File: src/rtl/kalman_angle_gyro_fusion_top_macros.svh
// ----------------------------------------------------------------------------
// Assertion macros for the angle/gyro fusion block
// Shared immediate-style wrappers around concurrent implication checks.
// ----------------------------------------------------------------------------
`ifndef KALMAN_ANGLE_GYRO_FUSION_TOP_MACROS_SVH
`define KALMAN_ANGLE_GYRO_FUSION_TOP_MACROS_SVH

// same-cycle implication
`define KAGF_ASSERT_NOW(lbl, clk, rst, ante, cons, msg) \
   lbl: assert property (@(posedge clk) disable iff (rst) (ante) |-> (cons)) else $error(msg);

// next-cycle implication
`define KAGF_ASSERT_NEXT(lbl, clk, rst, ante, cons, msg) \
   lbl: assert property (@(posedge clk) disable iff (rst) (ante) |=> (cons)) else $error(msg);

`endif

File: src/rtl/kagf_pkg.sv
`timescale 1ns / 1ps
// ----------------------------------------------------------------------------
// kagf_pkg
// Types, codes and saturation helpers for the angle/gyro fusion filter.
// ----------------------------------------------------------------------------
package kagf_pkg;

   localparam int CSR_INDEX_W = 8;
   localparam int CSR_DATA_W  = 48;

   localparam logic [CSR_INDEX_W-1:0] CSR_ANGLE_NOISE   = 8'd0;
   localparam logic [CSR_INDEX_W-1:0] CSR_BIAS_NOISE    = 8'd1;
   localparam logic [CSR_INDEX_W-1:0] CSR_MEASURE_NOISE = 8'd2;
   localparam logic [CSR_INDEX_W-1:0] CSR_STEP_TIME     = 8'd3;

   localparam logic [47:0] ANGLE_NOISE_RST   = 48'd1099512;
   localparam logic [47:0] BIAS_NOISE_RST    = 48'd109951163;
   localparam logic [47:0] MEASURE_NOISE_RST = 48'd549755813888;
   localparam logic [31:0] STEP_TIME_RST     = 32'd8589935;
   localparam logic [47:0] ONE_Q40           = 48'h0100_0000_0000;

   typedef logic [3:0] op_type;

   // sequence order of the filter step
   localparam op_type OP_PRED_ANGLE = 4'd0;
   localparam op_type OP_PRED_AA    = 4'd1;
   localparam op_type OP_PRED_CROSS = 4'd2;
   localparam op_type OP_PRED_BB    = 4'd3;
   localparam op_type OP_GAIN_ANGLE = 4'd4;
   localparam op_type OP_GAIN_BIAS  = 4'd5;
   localparam op_type OP_CORR_BA    = 4'd6;
   localparam op_type OP_CORR_BB    = 4'd7;
   localparam op_type OP_CORR_AA    = 4'd8;
   localparam op_type OP_CORR_AB    = 4'd9;
   localparam op_type OP_UPD_ANGLE  = 4'd10;
   localparam op_type OP_UPD_BIAS   = 4'd11;

   typedef struct packed {
      logic   load_in;
      logic   start_mul;
      logic   start_div;
      logic   write;
      logic   emit;
      op_type op;
   } cmd_type;

   typedef struct packed {
      logic mul_done;
      logic div_done;
   } stat_type;

   function automatic logic signed [31:0] sat32(input logic signed [65:0] v);
      if (v[65:31] == {35{v[65]}}) return v[31:0];
      return v[65] ? 32'h8000_0000 : 32'h7fff_ffff;
   endfunction

   function automatic logic signed [47:0] sat48(input logic signed [65:0] v);
      if (v[65:47] == {19{v[65]}}) return v[47:0];
      return v[65] ? 48'h8000_0000_0000 : 48'h7fff_ffff_ffff;
   endfunction

endpackage

File: src/rtl/kagf_ctrl.sv
`timescale 1ns / 1ps
// ----------------------------------------------------------------------------
// kagf_ctrl
// Sequencer of the filter step: issues each operation and holds the result.
// ----------------------------------------------------------------------------
`include "kalman_angle_gyro_fusion_top_macros.svh"
module kagf_ctrl (
   input  logic                clock,
   input  logic                reset,
   input  logic                req_valid,
   output logic                req_ready,
   output logic                rsp_valid,
   input  logic                rsp_ready,
   output kagf_pkg::cmd_type   cmd,
   input  kagf_pkg::stat_type  status
);

   localparam logic [1:0] ST_IDLE  = 2'd0;
   localparam logic [1:0] ST_ISSUE = 2'd1;
   localparam logic [1:0] ST_WAIT  = 2'd2;
   localparam logic [1:0] ST_EMIT  = 2'd3;

   logic [1:0]       state_ff, state_in;
   kagf_pkg::op_type op_ff, op_in;
   logic             rsp_valid_ff, rsp_valid_in;
   logic             is_div, unit_done;

   assign is_div    = (op_ff == kagf_pkg::OP_GAIN_ANGLE) || (op_ff == kagf_pkg::OP_GAIN_BIAS);
   assign unit_done = is_div ? status.div_done : status.mul_done;

   always_comb begin
      state_in     = state_ff;
      op_in        = op_ff;
      rsp_valid_in = rsp_valid_ff && !rsp_ready;
      cmd          = '0;
      cmd.op       = op_ff;
      req_ready    = 1'b0;
      unique case (state_ff)
         ST_IDLE: begin
            req_ready = 1'b1;
            if (req_valid) begin
               cmd.load_in = 1'b1;
               op_in       = kagf_pkg::OP_PRED_ANGLE;
               state_in    = ST_ISSUE;
            end
         end
         ST_ISSUE: begin
            cmd.start_mul = !is_div;
            cmd.start_div = is_div;
            state_in      = ST_WAIT;
         end
         ST_WAIT: begin
            if (unit_done) begin
               cmd.write = 1'b1;
               if (op_ff == kagf_pkg::OP_UPD_BIAS) begin
                  state_in = ST_EMIT;
               end else begin
                  op_in    = op_ff + 4'd1;
                  state_in = ST_ISSUE;
               end
            end
         end
         ST_EMIT: begin
            // hold until the output register is free
            if (!rsp_valid_ff || rsp_ready) begin
               cmd.emit     = 1'b1;
               rsp_valid_in = 1'b1;
               state_in     = ST_IDLE;
            end
         end
         default: state_in = ST_IDLE;
      endcase
   end

   always_ff @(posedge clock) begin
      if (reset) begin
         state_ff     <= ST_IDLE;
         op_ff        <= kagf_pkg::OP_PRED_ANGLE;
         rsp_valid_ff <= 1'b0;
      end else begin
         state_ff     <= state_in;
         op_ff        <= op_in;
         rsp_valid_ff <= rsp_valid_in;
      end
   end

   assign rsp_valid = rsp_valid_ff;

   `KAGF_ASSERT_NEXT(a_start_wait, clock, reset, cmd.start_mul || cmd.start_div, state_ff == ST_WAIT, "unit started outside the issue step")
   `KAGF_ASSERT_NOW(a_mul_done_wait, clock, reset, status.mul_done, state_ff == ST_WAIT && !is_div, "multiplier finished while not awaited")
   `KAGF_ASSERT_NOW(a_div_done_wait, clock, reset, status.div_done, state_ff == ST_WAIT && is_div, "divider finished while not awaited")
   `KAGF_ASSERT_NEXT(a_emit_valid, clock, reset, cmd.emit, rsp_valid_ff && state_ff == ST_IDLE, "emitted result not presented")

endmodule

File: config.mk
export PLATFORM = sky130hd
export DESIGN_NAME = kagf_ctrl
export DESIGN_NICKNAME = d
export VERILOG_FILES = /design/src/rtl/kagf_pkg.sv /design/src/rtl/kagf_ctrl.sv
export VERILOG_INCLUDE_DIRS = /design/src /design/src/rtl
export SDC_FILE = /design/constraint.sdc
export NUM_CORES = 1
export LEC_CHECK = 0
export ABC_AREA = 1
export BUFFER_PORTS_ARGS = -buffer_cell sky130_fd_sc_hd__buf_2
export CORE_AREA = 2 2 39 41
export DETAILED_ROUTE_END_ITERATION = 8
export DIE_AREA = 0 0 41 43
export PLACE_DENSITY = 0.73
export SYNTH_ARGS = -nofsm -noshare
export SYNTH_HDL_FRONTEND = slang
export SYNTH_SLANG_ARGS = --single-unit
File: constraint.sdc
create_clock -name clock -period 1.7 [get_ports clock]
set_input_delay 0.34 -clock clock [delete_from_list [all_inputs] [get_ports clock]]
set_output_delay 0.34 -clock clock [all_outputs]
set_load 0.05 [all_outputs]
======== Word level (Yosys, flattened, before mapping) ========
Cells that the tools add are included.
cells by class
  reductions and logical operators ........ 10
  $add $sub $neg .......................... 1
  equal/unequal tests ..................... 10
  mux-type cells .......................... 20
operators by type and width
  kind                 count
  $mux 4               3
  $mux 1               10
  $mux 2               5
  $eq 4x3->1 const B   2
  $ne 2x2->1 const B   4
  $pmux 2 s4           1
  $pmux 4 s2           1
  $add 4x1->4 const B  1
  $eq 2x2->1 const B   2
  $eq 4x4->1 const B   1
  $reduce_and 4->1     1
  $logic_not 1->1      3
  $reduce_and 3->1     1
  $eq 2x1->1 const B   1
  $logic_not 2->1      1
  $logic_or 1x1->1     2
  $reduce_bool 2->1    1
  $logic_and 1x1->1    1
storage, ports and cells
  input port bits ......................... 6
  output and inout bits ................... 11
  register bits ........................... 7

======== Longest topological paths before layout ========
Gate-level depths: netlist of run 1.
  word-level depth ........................ 5
  gate-level depth with buffers ........... 11
  gate-level depth less buffers ........... 11

======== Worst setup path before layout of run 1 ========
OpenSTA, ideal clock, no wires.
  path kind ............................... register to output
  start point ............................. register op_ff[0]
  end point ............................... output port cmd[5] (netlist bit)
  cell stages (with the launch flop) ...... 8
  path slack .............................. -694 ps
  required time ........................... 1,360 ps
  arrival ................................. 2,054 ps
  cells stage by stage .................... dfxtp_1 inv_1 ha_1 inv_1 nand2_1 nand2_2 nand2_4 a21boi_1
RTL lines
  item                    line             source
  start, declared         kagf_ctrl.sv:24  kagf_pkg::op_type op_ff, op_in;
  start signal, assigned  kagf_ctrl.sv:78  op_ff <= kagf_pkg::OP_PRED_ANGLE;
  start signal, assigned  kagf_ctrl.sv:82  op_ff <= op_in;
  end, declared           kagf_ctrl.sv:14  output kagf_pkg::cmd_type cmd,

==> metrics.cfg, run 1 <==
[cells_and_area]
multi_input_area_sq_um = 414.1
final_util_pct = 60.49
drive_above_1_share_pct = 52.78
antenna_cells = 0
area_growth_pct = 49.00
fillers = 114
final_nets = 118
seq_area_sq_um = 148.9

[grt]
grt_util_all_layers_pct = 17.02
grt_overflow = 0
antenna_found_initial = 0
grt_max_degree = 9
grt_first_pass_wirelength_um = 2063
grt_pass1_vias = 533

[power]
leakage_uw = 0.0004252
p_switching_uw = 323.4
vdd_ir_drop_max_v = 0.0003706
pwr-share-clk_pct = 19.8
power_frac_comb_pct = 50.1
internal_power_uw = 405.6
p_sw_share_pct = 44.37
power_frac_seq_pct = 30.0
totalPowerFinal_uw = 729.0
power_density_nw_per_um2 = 870.9

[floorplan]
core_region_area_sq_um = 1384
fp-row-count = 14
pin_count = 17
initial_core_util_pct = 40.60
dieHeight_um = 43
die_area_sq_um = 1763
die_width_um = 41

[sta]
fmax_mhz = 588.5
finalMaxSlewViolations = 0
rsz0062_at_grt = yes
setup_viol = 0
hold_viol = 0
max_slew_margin_pct = 82.35
final.setup_skew_ps = 0.2203
fin_crit_sh_pct = 99.96
fin_crit_ps = 1699
worst_pin_slew_ps = 264.4
setup-tns-final_ps = 0

[setup_path]
crit_type = reg2out
crit_fanout = 3
reg2reg_slack_ps = 210
r2r_cells = 10
start_kind = flop
cp.arrival_ps = 1360
worstPathRequired_ps = 1360
cp-end-kind = output port

[synthesis]
syn_area_sq_um = 561.8
postSynthAreaPerCell_sq_um = 6.851
yosys_warnings = 0
ys_ff_latch = 7
ys_types = 21
synth_nets = 91
synth_cells = 82
ys_seq_area_share_pct = 24.94

[clocking]
cts_buffers = 3
clockBufferDepth = 2
cts.sinks = 7
htree_levels = 1
clkTransAtPathRegs_ps = 50
cts_hold_buf = 0
root_buffer = clkbuf_4
tritoncts = done
clk_latency_ps = 240

[routing]
wl_per_cell_um = 11.08
drc = 0
vias = 596
drt_iter0_drc = 11
finalWirelength_um = 1374
ant_nets = 0
via_per_inst = 4.806
detail_route.first_pass.iterations = 4

[placed_design]
io_buffers = 16
dp_hpwl_um = 965.1
gp_congestion = 0.7856

[status]
outcome = complete, no violations

[flow_run]
cap_violations = 0

[worst_hold_path]
min_path_type = in2reg
hold_path_depth = 2

-- sequential cells by signal, indices dropped and copies added, names as in the netlist --
signal / count
state_ff: 2
rsp_valid: 1
op_ff: 4
-- cell families after synthesis --
group,after synthesis,synth area share (%)
compound gates,7,8.687
buf+inv,19,14.03
fa+ha+maj,3,6.682
simple gates,46,45.66
flops,7,24.94
-- critical path: stages (launching register included) --
cell and delay (ps):
dfxtp_4 380, inv_4 40, ha_4 140, inv_2 60, nand2_4 60, nand2_4 80, nand2_4 60, a21boi_4 130
buf_8 160
-- metal layers --
metal  part of all wire, %  GRT usage, %  up-vias
met4                     0         9.333        0
met2                    60         29.38       15
met5                     0             0        -
met1                    37         17.53      271
li1                      -             -      310
met3                   3.1         3.665        0
-- cell type report --
cell class	count	area share, %
Sequential cell	7	17.79
Inverter	18	8.371
Tap cell	16	2.392
Timing Repair Buffer	23	18.83
Clock buffer	4	3.139
Multi-Input combinational cell	56	49.48
-- cells in the mapped netlist --
cell | count | area [sq um]
nand2_1 | 17 | 63.81
inv_1 | 14 | 52.55
nor2_1 | 10 | 37.54
dfxtp_1 | 7 | 140.1
nand4_1 | 5 | 31.28
a21oi_1 | 4 | 20.02
inv_2 | 4 | 15.01
ha_1 | 3 | 37.54
nand3_1 | 3 | 15.01
nand2_2 | 2 | 12.51
nand3_4 | 2 | 35.03
nor2_4 | 2 | 22.52
a21boi_1 | 1 | 7.510
a21oi_4 | 1 | 16.27
and3_1 | 1 | 6.260
buf_6 | 1 | 11.26
nand2_4 | 1 | 11.26
nand3_2 | 1 | 10.01
nor2_2 | 1 | 6.260
nor3_1 | 1 | 5.000
o21ai_0 | 1 | 5.000
-- repair_timing --
action | CTS | global route
endpoints found under the setup margin | 4 | 4
pin swaps | 4 | 4
resized for setup | 16 | 10
setup buffers | 4 | 3
-- power groups by stage --
stage,clock [uW],combinational (uW),sequential [uW]
floorplan,0,198,254
finish,145,365,219
detailed placement,0,283,220
global placement,0,280,219
CTS,156,338,215
global route,167,392,220
-- through the flow --
step / cell area [sq um] / setup WS [ps] / instances / hold WS [ps]
after floorplan: 588.1 / -96.32 / 82 / 409.1
after global placement: 676.9 / 76.45 / 113 / 482.3
after detailed placement: 676.9 / 12.41 / 113 / 488.3
after CTS: 775.7 / -44.28 / 121 / 267.5
after global routing: 837.1 / -56.39 / 124 / 263.8
final: 837.1 / 0.6264 / 124 / 274.1
-- placed cells by master (no fill, tap or decap), types with 2 or more instances in the layout --
| master | count |
|---|---|
| nand2_1 | 16 |
| buf_2 | 12 |
| inv_1 | 10 |
| nor2_1 | 8 |
| buf_4 | 8 |
| inv_2 | 7 |
| nand4_1 | 5 |
| a21oi_1 | 4 |
| clkbuf_4 | 4 |
| dfxtp_2 | 4 |
| nor2_2 | 3 |
| nand2_4 | 3 |
| nand3_4 | 3 |
| nand3_1 | 3 |
| nor2_4 | 2 |
| ha_4 | 2 |
| dfxtp_1 | 2 |
| buf_8 | 2 |
-- worst paths after layout --
path | startpoint | endpoint
min reg2reg | rsp_valid | rsp_valid
max reg2reg | op_ff[1] | op_ff[2]
max | op_ff[0] | cmd[5]
min | reset | state_ff[1]
Note: power is estimated with default switching activity, not from simulation.
==> run 2: changes to the inputs <==
clock period = 1.9 ns   (was 1.7 ns; I/O delays follow)
==> metrics.cfg, run 2 (same netlist as run 1, synthesis figures left out) <==
[sta]
final.setup_skew_ps = 8.965  ; was 0.2203 ps
rsz0062_at_grt = no  ; was yes
fin_ws_ps = 78.54  ; was 0.6264 ps
finalMaxSlewViolations = 0  ; unchanged
hold_viol = 0  ; unchanged
fin_crit_sh_pct = 95.87
holdWs_ps = 310.0  ; was 274.1 ps
worst_pin_slew_ps = 366.3  ; was 264.4 ps
fin_crit_ps = 1821
setup-tns-final_ps = 0  ; unchanged
max_slew_margin_pct = 75.54  ; was 82.35%
setup_viol = 0  ; unchanged
fmax_mhz = 549.0

[routing]
vias = 555  ; was 596
wl_per_cell_um = 9.872  ; was 11.08 um
drc = 0  ; unchanged
detail_route.first_pass.iterations = 4  ; unchanged
finalWirelength_um = 1155  ; was 1374 um
via_per_inst = 4.744  ; was 4.806
ant_nets = 0  ; unchanged
drt_iter0_drc = 11  ; unchanged

[worst_hold_path]
min_path_type = in2reg  ; unchanged
hold_start = reset  ; unchanged
hold_end = rsp_valid  ; was state_ff[1]
hold_path_depth = 2  ; unchanged

[cells_and_area]
top_register = op_ff  ; unchanged
final_nets = 111  ; was 118
area_growth_pct = 26.28  ; was 49.00%
final_util_pct = 51.27  ; was 60.49%
drive_above_1_share_pct = 39.60  ; was 52.78%
largest_reg_flops = 4  ; unchanged
final_cell_mix = 16 x nand2_1, 14 x buf_2, 12 x inv_1  ; was 16 x nand2_1, 12 x buf_2, 10 x inv_1
layout_commonest_cell = nand2_1  ; unchanged
antenna_cells = 0  ; unchanged
fillers = 147  ; was 114

[clocking]
clkTransAtPathRegs_ps = 50  ; about the same
htree_levels = 1  ; unchanged
cts.sinks = 7  ; unchanged
cts_hold_buf = 0  ; unchanged
root_buffer = clkbuf_4  ; unchanged
cts_buffers = 3  ; unchanged
tritoncts = done  ; unchanged
clk_latency_ps = 250  ; was 240 ps
clockBufferDepth = 2  ; unchanged

[grt]
grt_util_met3_pct = 4.712  ; was 3.665%
grt_max_degree = 9  ; unchanged
antenna_found_initial = 0  ; unchanged
grt_first_pass_wirelength_um = 1925  ; was 2063 um
use_met1_pct = 18.12  ; was 17.53%
grt_util_all_layers_pct = 16.20  ; was 17.02%
grt_util_met2_pct = 25.31  ; was 29.38%
grt_pass1_vias = 469  ; was 533
top_usage_layer = met2  ; unchanged
grt_overflow = 0  ; unchanged

[setup_path]
crit_fanout = 6  ; was 3
r2r_start = op_ff[0]  ; was op_ff[1]
worstPathRequired_ps = 1520  ; was 1360 ps
critPathTopFamily = flip-flops  ; unchanged
start_kind = flop  ; unchanged
reg2reg_slack_ps = 530  ; was 210 ps
crit_type = reg2out  ; unchanged
path_cells = inv_2, ha_1, inv_1, nand2_2, nand2_2, nand2_4, a21boi_4, buf_6  ; was inv_4, ha_4, inv_2, nand2_4, nand2_4, nand2_4, a21boi_4, buf_8
r2r_cells = 11  ; was 10
cp.arrival_ps = 1440  ; was 1360 ps
cp_num_buf_inv = 3  ; unchanged
cp-end-kind = output port  ; unchanged
slowest_stage = dfxtp_4  ; unchanged
crit_path_frequent_cell = nand2_2  ; was nand2_4
worstReg2RegEnd = op_ff[2]  ; unchanged
cp_slowest_stage_delay_ps = 370  ; was 380 ps

[power]
vdd_ir_drop_max_v = 0.0003607  ; was 0.0003706 V
leakage_uw = 0.0003795  ; was 0.0004252 uW
power_density_nw_per_um2 = 819.7  ; was 870.9 nW/um^2

[floorplan]
core_region_area_sq_um = 1384  ; unchanged
die_area_sq_um = 1763  ; unchanged
dieHeight_um = 43  ; unchanged
pin_count = 17  ; unchanged
die_width_um = 41  ; unchanged
initial_core_util_pct = 40.60  ; unchanged
fp-row-count = 14  ; unchanged

[placed_design]
dp_slack_ps = 180.9  ; was 12.41 ps
io_buffers = 16  ; unchanged
dp_hpwl_um = 946.3  ; was 965.1 um
gp_congestion = 0.7919  ; was 0.7856

[flow_run]
cap_violations = 0  ; unchanged

[status]
outcome = complete, no violations  ; unchanged

==> run 2: cell type report <==
class | count | area, sq um | share of cell area (%)
inverter | 18 | 67.56 | 9.524
clock buffer | 4 | 26.28 | 3.704
tap | 16 | 20.02 | 2.822
timing repair buffer | 16 | 88.84 | 12.52
multi-input combinational | 56 | 359.1 | 50.62
sequential | 7 | 147.6 | 20.81
==> run 2: how the worst max path moves through the flow <==
stage,startpoint,endpoint,slack (ps),depth (start not counted)
global route,op_ff[0],cmd[5],5,8
floorplan,op_ff[0],cmd[7],9,6
finish,op_ff[0],cmd[5],80,8
detailed placement,op_ff[0],cmd[5],180,8
CTS,op_ff[0],cmd[5],3,8
global placement,op_ff[0],cmd[5],240,8
==> run 2: metal layers <==
| metal | share of wire (%) | vias up |
|---|---|---|
| met5 | 0 | - |
| met4 | 2.3 | 0 |
| met3 | 2.2 | 2 |
| met2 | 54 | 11 |
| met1 | 42 | 244 |
| li1 | - | 298 |
==> run 2: power breakdown <==
part	total (uW)	leakage, uW	internal, uW	switching [uW]
Clock	132	0.0000150	80.0	51.9
Combinational	256	0.000306	74.4	182
Sequential	193	0.0000589	165	28.3
Total	582	0.000380	319	262
==> run 2: timing repair <==
| action | in CTS | in global routing |
|---|---|---|
| gates resized for setup | 3 | 5 |
| setup buffers | 0 | 0 |
| setup endpoints to repair | 2 | 2 |
| hold endpoints to repair | 0 | 0 |
| pin swaps | 0 | 2 |
==> run 2: through the flow <==
| stage | instances | instance area [sq um] | total power (uW) |
|---|---|---|---|
| after floorplan | 82 | 578.1 | 400.1 |
| after global placement | 113 | 666.9 | 442.2 |
| after detailed placement | 113 | 666.9 | 445.9 |
| after CTS | 117 | 701.9 | 581.3 |
| after global routing | 117 | 709.4 | 625.7 |
| final | 117 | 709.4 | 581.5 |
==> run 3: changes to the inputs <==
BUFFER_PORTS_ARGS = -buffer_cell sky130_fd_sc_hd__buf_4   (was -buffer_cell sky130_fd_sc_hd__buf_2)
RECOVER_POWER = 100   (was unset)
SKIP_LAST_GASP = 1   (was unset)
==> metrics.cfg, run 3 (same netlist as run 1, synthesis figures left out) <==
[power]
leakage_uw = 0.0004048  ; was 0.0003795 uW
vdd_ir_drop_max_v = 0.0003363  ; was 0.0003607 V
power_density_nw_per_um2 = 785.1  ; was 819.7 nW/um^2

[placed_design]
io_buffers = 16  ; unchanged
dp_slack_ps = 240.3  ; was 180.9 ps
gp_congestion = 0.7832  ; was 0.7919
dp_hpwl_um = 908.1  ; was 946.3 um
postPlaceCellArea_sq_um = 706.9  ; was 666.9 sq um

[grt]
grt_first_pass_wirelength_um = 1752  ; was 1925 um
grt_overflow = 0  ; unchanged
antenna_found_initial = 0  ; unchanged
grt_pass1_vias = 489  ; was 469
grt_max_degree = 9  ; unchanged
grt_util_all_layers_pct = 14.20  ; was 16.20%

[setup_path]
path_cells = inv_2, ha_1, inv_1, nand2_2, nand2_4, nand2_4, a21boi_4, buf_6  ; was inv_2, ha_1, inv_1, nand2_2, nand2_2, nand2_4, a21boi_4, buf_6
critPathTopFamily = flip-flops  ; unchanged
start_kind = flop  ; unchanged
crit_type = reg2out  ; unchanged
crit_path_frequent_cell = nand2_4  ; was nand2_2
worstPathRequired_ps = 1520  ; about the same
cp.arrival_ps = 1450  ; was 1440 ps
cp-end-kind = output port  ; unchanged
crit_fanout = 5  ; was 6
slowest_stage = dfxtp_4  ; unchanged
cp_num_buf_inv = 3  ; unchanged
cp_slowest_stage_delay_ps = 360  ; was 370 ps

[clocking]
clkTransAtPathRegs_ps = 50  ; about the same
root_buffer = clkbuf_4  ; unchanged
cts_buffers = 3  ; unchanged
htree_levels = 1  ; unchanged
clockBufferDepth = 2  ; unchanged
cts.sinks = 7  ; unchanged
tritoncts = done  ; unchanged
clk_latency_ps = 240  ; was 250 ps

[sta]
final.setup_skew_ps = 2.918  ; was 8.965 ps
max_slew_margin_pct = 76.64  ; was 75.54%
fmax_mhz = 545.5  ; was 549.0 MHz
setup_viol = 0  ; unchanged
worst_pin_slew_ps = 349.9  ; was 366.3 ps
hold_viol = 0  ; unchanged
fin_ws_ps = 66.91  ; was 78.54 ps
fin_crit_ps = 1833  ; was 1821 ps
rsz0062_at_grt = yes  ; was no
fin_crit_sh_pct = 96.48  ; was 95.87%
finalMaxSlewViolations = 0  ; unchanged

[floorplan]
dieHeight_um = 43  ; unchanged
initial_core_util_pct = 40.60  ; unchanged
fp-row-count = 14  ; unchanged
die_width_um = 41  ; unchanged
die_area_sq_um = 1763  ; unchanged
core_region_area_sq_um = 1384  ; unchanged
pin_count = 17  ; unchanged

[cells_and_area]
antenna_cells = 0  ; unchanged
layout_commonest_cell = buf_4  ; was nand2_1
drive_above_1_share_pct = 42.31  ; was 39.60%
final_nets = 114  ; was 111
largest_reg_flops = 4  ; unchanged
final_cell_mix = 17 x buf_4, 16 x nand2_1, 12 x inv_1  ; was 16 x nand2_1, 14 x buf_2, 12 x inv_1
top_register = op_ff  ; unchanged
area_growth_pct = 39.87  ; was 26.28%
stdcell_area_sq_um = 785.8  ; was 709.4 sq um

[routing]
drc = 0  ; unchanged
ant_nets = 0  ; unchanged
wl_per_cell_um = 9.642  ; was 9.872 um
vias = 552  ; was 555
via_per_inst = 4.600  ; was 4.744
finalWirelength_um = 1157  ; was 1155 um
drt_iter0_drc = 8  ; was 11
detail_route.first_pass.iterations = 2  ; was 4

[flow_run]
cap_violations = 0  ; unchanged

[status]
outcome = complete, no violations  ; unchanged

[worst_hold_path]
min_path_type = in2reg  ; unchanged

-- run 3: cell count changes in the layout (fill, tap and decap cells not counted), sizes merged --
cell and delta:
buf +3
-- run 3: worst reg2reg max path: stages, from the launching register on --
cell and delay [ps]:
dfxtp_4 360, buf_4 130, ha_1 210, inv_1 60, nor2_1 60, a21oi_4 230, nand3_4 110, nand2_1 80
inv_2 30, nor2_2 90
-- run 3: worst paths after layout --
path | startpoint | end | slack [ps] | cells after the start
worst max-delay path | op_ff[1] | cmd[5] | 70 | 8
worst min-delay path | reset | rsp_valid | 310 | 2
worst max register to register | op_ff[0] | op_ff[3] | 470 | 9
worst min register to register | rsp_valid | rsp_valid | 500 | 2
-- run 3: what timing repair did --
item                                    4_1_cts  5_1_grt
endpoints found under the setup margin        1        2
gates resized for setup                       2        8
pin swaps                                     0        4
setup buffers                                 0        3
hold buffers                                  0        0
-- run 3: per-layer routing --
layer,GRT usage [%],part of all wire [%],vias to the layer above
met1,17.21,43,241
met3,1.571,3.0,0
met2,23.75,54,9
met4,6.000,0,0
li1,-,-,302
met5,0,0,-
-- run 3: layout make-up --
type | instances | area (sq um)
multi-input combinational | 56 | 374.1
sequential | 7 | 147.6
inverter | 18 | 67.56
timing repair buffer | 19 | 150.1
fill | 132 | 598.1
tap | 16 | 20.02
clock buffer | 4 | 26.28
-- run 3: per-stage QoR --
stage	TNS (ps)	hold WS, ps	util [%]	total power, uW	instances
3_3_place_gp	0	486.8	51.09	460.3	113
3_5_place_dp	0	494.1	51.09	463.1	113
6_report	0	310.6	56.78	616.9	120
5_1_grt	-14.40	300.4	56.78	665.8	120
4_1_cts	0	301.5	53.44	601.0	117
2_1_floorplan	0	449.1	-	400.1	82
-- run 3: report_power, final --
part | switching [uW] | internal [uW]
registers | 28.8 | 165
clock network | 51.0 | 79.9
logic | 190 | 102
